==> config.mk <==
export PLATFORM = sky130hd
export DESIGN_NAME = spm_ram
export DESIGN_NICKNAME = d
export VERILOG_FILES = /design/src/rtl/spm_ram.sv
export SDC_FILE = /design/constraint.sdc
export NUM_CORES = 1
export LEC_CHECK = 0
export ABC_AREA = 1
export BUFFER_PORTS_ARGS = -buffer_cell sky130_fd_sc_hd__buf_2
export CORE_AREA = 2 2 122 112
export DETAILED_ROUTE_END_ITERATION = 12
export DIE_AREA = 0 0 124 114
export PLACE_DENSITY = 0.67
export RECOVER_POWER = 100
export SYNTH_ARGS = -nofsm -noshare
export SYNTH_HDL_FRONTEND = slang
export SYNTH_SLANG_ARGS = --single-unit
export TNS_END_PERCENT = 1
==> constraint.sdc <==
create_clock -name i_clk -period 1.85 [get_ports i_clk]
set_input_delay 0.185 -clock i_clk [delete_from_list [all_inputs] [get_ports i_clk]]
set_output_delay 0.185 -clock i_clk [all_outputs]
set_load 0.02 [all_outputs]
==> src/rtl/spm_ram.sv <==
// Generic simple dual-port RAM with one write port and a registered read port.
`timescale 1ns / 1ps

module spm_ram #(
    parameter int WIDTH = 8,
    parameter int DEPTH = 16,
    localparam int AW   = $clog2(DEPTH)
) (
    input  logic             i_clk,
    input  logic             i_we,
    input  logic [AW-1:0]    i_waddr,
    input  logic [WIDTH-1:0] i_wdata,
    input  logic [AW-1:0]    i_raddr,
    output logic [WIDTH-1:0] o_rdata
);

    logic [WIDTH-1:0] r_mem [DEPTH];
    logic [WIDTH-1:0] r_rdata;

    always_ff @(posedge i_clk) begin
        if (i_we) begin
            r_mem[i_waddr] <= i_wdata;
        end
        r_rdata <= r_mem[i_raddr];
    end

    assign o_rdata = r_rdata;

endmodule

==> impl_metrics.py <==
metrics = {
    "run_status": {
        "outcome": "complete, no violations",
    },
    "cells_and_area": {
        "diodes": 0,
        "design_area_sq_um": 6600,
        "area.growth.synth_to_final_pct": 14.5,
        "postLayoutCoreUtil": 0.507,
        "fillers": 1155,
        "finalNetCount": 606,
        "drive_gt1_frac": 0.0632,
        "multi_input_area_sq_um": 1210,
        "regArea_sq_um": 4000,
    },
    "timing": {
        "fin_skew_ns": 0.00660,
        "layout_setup_ws_ns": 0.577,
        "finalHoldViolations": 0,
        "timing.final.crit_share": 0.688,
        "min_period_ns": 1.27,
        "rsz0062_at_grt": "false",
        "tightest_slew_ns": 0.943,
        "clock.fmax_mhz": 785,
        "setup-violations-final": 0,
        "final.setup.tns_ns": 0,
        "max-slew-margin-rel": 0.371,
        "finalMaxSlewViolations": 0,
    },
    "synthesis": {
        "synthesis.nets": 569,
        "yosysTopAreaCell": "edfxtp_1",
        "synthSimpleGateAreaFrac": 0.210,
        "synthDistinctLibCells": 12,
        "synth_most_common_cell": "nand2_1",
        "ys.flop_type": "edfxtp_1",
        "netlist_area_sq_um": 5770,
        "synth_edf_count": 128,
        "synthMuxAreaShare": 0,
        "synth.ff_latch_count": 136,
        "ys_async_sr_fraction": 0,
        "synth.area.top_cells": "edfxtp_1 (67%), nand2_1 (11%), nand3_1 (8.4%), inv_1 (6.5%), dfxtp_1 (2.8%)",
        "yosys.area.top_type_share": 0.667,
        "synth.avg_cell_area_sq_um": 10.5,
        "synth_xor_area_frac": 0,
        "synth_common_cells": "nand2_1 (173), edfxtp_1 (128), inv_1 (100)",
        "synth_compound_area_frac": 0,
        "yosysSeqAreaShare": 0.694,
        "synth_warnings": 0,
        "synth_top_family_by_area": "simple AND/OR/NAND/NOR gates",
        "synthAdderAreaFrac": 0,
        "netlist_instances": 551,
    },
    "clock_tree": {
        "numCtsBuffers": 17,
        "cts_tree": "yes",
        "clock_sinks": 136,
        "post_cts_buffers": 0,
        "ctsResizeCount": 0,
        "root_buffer": "clkbuf_16",
        "cts.path.max_buffers": 2,
        "insertion_delay_ns": 0.42,
        "clkTransAtPathRegs_ns": 0.06,
        "cts.htree.levels": 4,
        "hold_buffers": 0,
    },
    "place": {
        "portBuffers": 25,
        "dpl_cell_area_sq_um": 6090,
        "dp_hpwl_mm": 7.79,
        "pre_cts_slack_ns": 0.389,
        "gp_congestion": 0.815,
    },
    "power_and_ir_drop": {
        "p_leak_nw": 2.79,
        "vdd_drop_max_mv": 0.679,
        "pwr_density_cell_nw_per_um2": 1100,
    },
    "floorplan": {
        "dieArea_sq_um": 14100,
        "die_y_um": 114,
        "dieWidth_um": 124,
        "start_util": 0.443,
        "core_sq_um": 13000,
        "core.rowCount": 40,
        "ios": 26,
    },
    "grt": {
        "grt_max_degree": 52,
        "grt_pass1_vias": 3550,
        "overflow": 0,
        "grt_pass1_wl_mm": 19.7,
        "antenna_found_initial": 0,
        "grt_usage": 0.195,
    },
    "route": {
        "drc": 0,
        "wire_per_inst_um": 16.6,
        "vias_per_cell": 5.01,
        "wirelength_mm": 12.7,
        "firstDrtPassIters": 5,
        "first_iter_violations": 371,
        "num_vias": 3849,
        "ant_nets": 0,
    },
    "critical_path": {
        "cp_max_fo": 27,
        "path_buf_inv": 3,
        "path_cells": "buf_2 > inv_1 > clkbuf_2 > nand2_1 > nand3_1 > nand3_1 > nand3_1 > nand2_1",
        "critPathTopFamily": "buffers and inverters",
        "slowest_delay_ns": 0.50,
        "critical_path.slowest_cell": "clkbuf_2",
        "worst-endpoint-required_ns": 2.15,
        "crit_type": "input port to flop",
        "cp-start-kind": "input port",
        "cpMostUsedCell": "nand3_1",
        "endpoint_kind": "flop",
        "crit_arrival_ns": 1.58,
    },
    "flow_run": {
        "maxCapViolCount": 0,
    },
    "min_path": {
        "hp-class": "input port to flop",
    },
}
cells by family (layout without fill, tap and decap cells):
logic type | after synthesis | in the layout
buf+inv | 126 | 176
simple gates | 289 | 289
flops | 136 | 136
flip-flops by register name (all words and copies together), names as in the netlist:
register and cells:
o_rdata 8, r_mem 128
final timing paths:
path | from | to | slack (ns) | cells past startpoint
max | i_raddr[0] | o_rdata[7]$_DFF_P_ | 0.58 | 8
min | i_raddr[3] | o_rdata[3]$_DFF_P_ | 0.11 | 3
max reg2reg | r_mem[8][1]$_DFFE_PP_ | o_rdata[1]$_DFF_P_ | 0.78 | 6
min reg2reg | r_mem[11][0]$_DFFE_PP_ | o_rdata[0]$_DFF_P_ | 0.67 | 6
layout by cell type, fill, tap and decap left out:
cell / n
clkinv_2: 4
buf_2: 6
bufinv_16: 3
inv_2: 1
dfxtp_1: 8
nand3_1: 97
clkbuf_16: 17
clkinv_1: 2
edfxtp_1: 128
nand3b_1: 2
clkbuf_2: 1
clkbuf_8: 2
nand2_1: 173
buf_12: 2
clkbuf_1: 35
buf_4: 1
nor2_1: 17
inv_1: 101
clkinvlp_4: 1
power breakdown:
part           switching [mW]  internal [mW]
sequential             0.0251           3.45
clock                    1.20           2.17
combinational           0.311          0.109
total                    1.54           5.73
worst reg2reg max path, stage by stage (launching register included):
cell and delay [ns]:
edfxtp_1 0.37, inv_1 0.07, nand2_1 0.05, nand3_1 0.08, nand3_1 0.13, nand3_1 0.17
nand2_1 0.08
stage by stage:
stage / hold slack [ns] / cells / power [mW]
detailed placement: 0.539 / 737 / 3.97
global route: 0.107 / 769 / 7.47
global placement: 0.539 / 737 / 3.96
CTS: 0.0917 / 769 / 7.30
floorplan: 0.284 / 551 / 3.79
finish: 0.114 / 769 / 7.26
final cells by class:
cell class	instances	area share
Timing Repair Buffer	42	0.0307
Tap cell	168	0.0318
Clock buffer	22	0.0703
Inverter	102	0.0580
Sequential cell	136	0.606
Multi-Input combinational cell	289	0.184
Clock inverter	10	0.0190
metal layers:
metal	wire, um	GRT usage
met2	5930	0.284
met5	0	0
met1	5740	0.275
met4	240	0.0944
met3	822	0.0485
(Power assumes the default switching activity.)
