`src/rtl/spm_pkg.sv`:
```
// Shared constants, types and state codes for the split-array min-largest-sum block.
`timescale 1ns / 1ps

package spm_pkg;

    localparam int MAX_ITEMS = 1024;
    localparam int MAX_PARTS = 64;

    localparam int VAL_W  = 32;
    localparam int SUM_W  = 48;
    localparam int CFG_W  = 7;
    localparam int ADDR_W = $clog2(MAX_ITEMS + 1);
    localparam int PART_W = $clog2(MAX_PARTS + 1);

    typedef enum logic [2:0] {
        S_LOAD,
        S_PI_RD,
        S_PI_WAIT,
        S_K_LOOP,
        S_DRAIN,
        S_RESULT
    } t_state;

    // Control from the sequencer to the shared compare unit.
    typedef struct packed {
        logic clear;      // start a new row: best goes to all ones
        logic issue;      // a split point is being read this cycle
        logic k_zero;     // split point is zero: prefix reads as 0
        logic left_zero;  // first column: left part costs nothing
    } t_unit_ctl;

endpackage

```
`src/rtl/spm_unit.sv`:
```
// Shared subtract / max / min unit: one split point per cycle, keeps the row minimum.
`timescale 1ns / 1ps

module spm_unit (
    input  logic                      i_clk,
    input  logic                      i_rst_n,
    input  spm_pkg::t_unit_ctl        i_ctl,
    input  logic [spm_pkg::SUM_W-1:0] i_pi,
    input  logic [spm_pkg::SUM_W-1:0] i_pk,
    input  logic [spm_pkg::SUM_W-1:0] i_left,
    output logic [spm_pkg::SUM_W-1:0] o_best,
    output logic                      o_busy
);

    import spm_pkg::*;

    logic             r_rd_vld;
    logic             r_k_zero;
    logic             r_left_zero;
    logic             r_vb;
    logic [SUM_W-1:0] r_part;
    logic [SUM_W-1:0] r_left;
    logic [SUM_W-1:0] r_best;

    logic [SUM_W-1:0] w_pk;
    logic [SUM_W-1:0] w_left;
    logic [SUM_W-1:0] w_cand;

    assign w_pk   = r_k_zero ? '0 : i_pk;
    assign w_left = r_left_zero ? '0 : i_left;
    assign w_cand = (r_left > r_part) ? r_left : r_part;

    // Control flags track the memory read latency.
    always_ff @(posedge i_clk) begin
        if (!i_rst_n) begin
            r_rd_vld <= 1'b0;
            r_vb     <= 1'b0;
        end else begin
            r_rd_vld <= i_ctl.issue;
            r_vb     <= r_rd_vld;
        end
    end

    always_ff @(posedge i_clk) begin
        r_k_zero    <= i_ctl.k_zero;
        r_left_zero <= i_ctl.left_zero;
        r_part      <= i_pi - w_pk;
        r_left      <= w_left;
        if (i_ctl.clear) begin
            r_best <= '1;
        end else if (r_vb && (w_cand < r_best)) begin
            r_best <= w_cand;
        end
    end

    assign o_best = r_best;
    assign o_busy = r_rd_vld | r_vb;

endmodule

```
`config.mk`:
```
export PLATFORM = sky130hd
export DESIGN_NAME = spm_unit
export DESIGN_NICKNAME = d
export VERILOG_FILES = /design/src/rtl/spm_pkg.sv /design/src/rtl/spm_unit.sv
export SDC_FILE = /design/constraint.sdc
export NUM_CORES = 1
export LEC_CHECK = 0
export ABC_AREA = 1
export BUFFER_PORTS_ARGS = -buffer_cell sky130_fd_sc_hd__clkbuf_2
export CAP_MARGIN = 15
export CORE_UTILIZATION = 56
export DETAILED_ROUTE_END_ITERATION = 10
export PLACE_DENSITY = 0.87
export SLEW_MARGIN = 5
export SYNTH_ARGS = -nofsm -noshare
export SYNTH_HDL_FRONTEND = slang
export SYNTH_SLANG_ARGS = --single-unit
export TNS_END_PERCENT = 100
```
`constraint.sdc`:
```
create_clock -name i_clk -period 5.3 [get_ports i_clk]
set_clock_uncertainty 0.1 [all_clocks]
set_input_delay 1.325 -clock i_clk [delete_from_list [all_inputs] [get_ports i_clk]]
set_output_delay 1.325 -clock i_clk [all_outputs]
set_load 0.01 [all_outputs]
```
==> qor.yml <==
antenna_violating_nets_post_route: 0
power.ir.vdd_worst_mv: 0.218
multiInputGateArea_um2: 5970
hold_path_class: "reg -> reg"
crit_buf_inv: 2
finalHoldViolations: 0
cts_hold_buf: 0
setup_total_negative_slack_ns: 0
worst_slew_margin_rel_pct: 57.8
area_growth_syn_to_layout_pct: 17.2
cts.root.buffer_cell: "sky130_fd_sc_hd__clkbuf_16"
worst-slew-pin-transition_ns: 0.626
cts_max_level: 4
crit_path_end_kind: "register"
number_of_enable_type_register_cells_in_the_synthesized_netlist: 0
synth.top_cell.area_share_pct: 29.6
yosys-top-cells-count: "sky130_fd_sc_hd__inv_1, sky130_fd_sc_hd__nand2_1, sky130_fd_sc_hd__nor2_1"
synthesis.yosys.warnings: 0
ff_latch_area_um2: 2960
critical-path-max-stage-delay_ns: 0.49
finalNetCount: 1899
number_of_vias_per_cell: 5.35
die-width_um: 136
floorplan.io_pins: 199
cp_max_fo: 42
clkTransAtPathRegs_ns: 0.06
grt_pass1_wl_um: 41800
cts.path.max_buffers: 2
critPathArrivalTime_ns: 4.98
yosys_register_bits: 148
worst_skew_pair.late_latency_ns: 0.43
synth_area_leader_cell: "sky130_fd_sc_hd__dfxtp_1"
grt_pass1_vias: 9243
final.min_clock_period_ns: 4.71
post_synthesis_instance_area_um2: 10000
final_global_route_overflow_total: 0
timing.setup.critical_path_class: "reg -> reg"
critical_path.cell_chain: "inv_1 -> ha_1 -> a21oi_1 -> o21ai_0 -> nand2_1 -> nand2_1 -> a21oi_1 -> nand3_2 -> nand2_4 -> a21oi_1 -> ha_1 -> nand2_1 -> nor2_1 -> nand4_1 -> or3_1 -> nor4b_1 -> nand2_4 -> nand2_2 -> buf_4 -> nand2_2 -> nand3_1"
route.detailed.wl_per_inst_um: 14.0
cp_top_family: "simple AND/OR/NAND/NOR gates"
die_height_um: 136
holdWs_ns: 0.338
fin_cells: 1844
row_count: 48
synthDistinctLibCells: 46
antenna_found_initial: 0
dieArea_um2: 18400
finalMaxSlewViolations: 0
post-synth-top-count-cell: "sky130_fd_sc_hd__inv_1"
cts_buffers: 17
n_antenna_cell: 0
worst-endpoint-required_ns: 5.56
initial_cell_density_of_the_core_pct: 57.7
core_area_um2: 17400
tritoncts: "yes"
clock.fmax_mhz: 212
synth_seq_area_share_pct: 29.6
cell_count_after_placement: 1812
num-fill-cells: 1504
routed_wl_um: 25700
place.gp.congestion: 0.884
first_iter_violations: 608
worst_path_max_delay_cell: "sky130_fd_sc_hd__nor4b_1"
post_synth.cell_area_avg_um2: 7.05
drv.max_cap_violation_count: 0
cellPowerDensity_nw_per_um2: 320
grtUsageTotal_pct: 28.8
grt_max_degree: 49
power.static_leakage_nw: 6.65
start_kind: "register"
post-route-drc-count: 0
drt_pre_antenna_iters: 5
outcome: "finished, final reports clean"
place_hpwl_um: 20500
postSynth.asyncResetShare_pct: 0
vias: 9858
postSynth.topFlopCell: "sky130_fd_sc_hd__dfxtp_1"
rsz0062_at_grt: "no"
post_synth_main_area_contributors: "sky130_fd_sc_hd__dfxtp_1, sky130_fd_sc_hd__ha_1, sky130_fd_sc_hd__inv_1, sky130_fd_sc_hd__nand2_1, sky130_fd_sc_hd__a21oi_1"
setup_viol: 0
clock_sinks: 148
timing.final.crit_share_pct: 88.9
placement.io_buffers: 198
synth.net_count: 1713
layout-drive-gt1-share_pct: 17.2
synthesis.instances: 1420
-- flip-flops by register name, summed over array words and instances, names as in the netlist --
signal,flops
r_left,48
r_vb,1
o_best,48
r_k_zero,1
r_rd_vld,1
r_left_zero,1
r_part,48
-- cell type report --
class	instances	area share [%]
well taps	225	2.40
flip-flops and latches	148	25.2
inverters	242	7.74
clock buffers	18	3.74
repair buffers	207	9.13
clock inverters	14	0.885
multi-input cells	990	50.9
-- worst register-to-register path: cells and delay by family (launching register included) --
kind	cells	cell delay, ns
simple gates	13	2.43
compound gates	4	0.72
fa+ha+maj	2	0.62
buf+inv	2	0.41
flops	1	0.34
-- through the flow --
step | cell area [µm²] | util (%) | total power [W] | worst slack, ns
2_1_floorplan | 10000 | - | 0.00225 | 1.27
3_3_place_gp | 11200 | 64.5 | 0.00259 | 0.602
3_5_place_dp | 11200 | 64.5 | 0.00263 | 0.473
4_1_cts | 11700 | 67.6 | 0.00374 | 0.412
5_1_grt | 11700 | 67.6 | 0.00399 | 0.240
6_report | 11700 | 67.6 | 0.00375 | 0.589
-- timing repair --
| action | 4_1_cts | 5_1_grt |
|---|---|---|
| buffers inserted | 0 | 0 |
| endpoints found under the setup margin | 0 | 18 |
| resized for setup | 0 | 1 |
-- report_power, final --
part	total [W]	switching (W)	internal [W]
clock network	0.00109	0.000480	0.000611
logic	0.00134	0.000846	0.000494
registers	0.00132	0.0000684	0.00125
total	0.00375	0.00139	0.00236
-- layer usage --
metal	track usage, %	wire (µm)	vias up
met2	47.8	11900	365
li1	-	-	5002
met4	11.7	658	0
met1	37.1	11600	4435
met3	4.23	1540	56
met5	0	0	-
-- logic make-up (layout without fill, tap and decap cells) --
logic type	after synthesis	in the layout	synth area share, %
simple gates	561	561	24.0
xor+xnor	47	47	4.11
compound gates	239	239	13.4
flops	148	148	29.6
fa+ha+maj	143	143	17.9
buf+inv	282	481	11.0
-- layout by cell type, fill, tap and decap left out, types with 5 or more instances in the layout --
cell,count
sky130_fd_sc_hd__clkbuf_2,198
sky130_fd_sc_hd__inv_1,241
sky130_fd_sc_hd__a21oi_1,146
sky130_fd_sc_hd__clkbuf_16,17
sky130_fd_sc_hd__nand2_1,228
sky130_fd_sc_hd__nand4_1,11
sky130_fd_sc_hd__buf_4,8
sky130_fd_sc_hd__o21ai_0,29
sky130_fd_sc_hd__o21ai_1,6
sky130_fd_sc_hd__clkinvlp_4,6
sky130_fd_sc_hd__a31oi_1,24
sky130_fd_sc_hd__nor3_1,7
sky130_fd_sc_hd__dfxtp_1,148
sky130_fd_sc_hd__nand2_2,24
sky130_fd_sc_hd__nor2_1,160
sky130_fd_sc_hd__ha_1,142
sky130_fd_sc_hd__xor2_1,26
sky130_fd_sc_hd__o21a_1,5
sky130_fd_sc_hd__xnor2_1,21
sky130_fd_sc_hd__nand3_1,118
sky130_fd_sc_hd__a211oi_1,6
-- final timing paths --
check | from | depth (start not counted) | to | slack (ns)
max | r_part[43] | 21 | o_best[42] | 0.59
min | r_rd_vld | 2 | r_vb | 0.34
max reg2reg | r_part[43] | 21 | o_best[42] | 0.59
min reg2reg | r_rd_vld | 2 | r_vb | 0.34
Note: power is estimated with default switching activity, not from simulation.
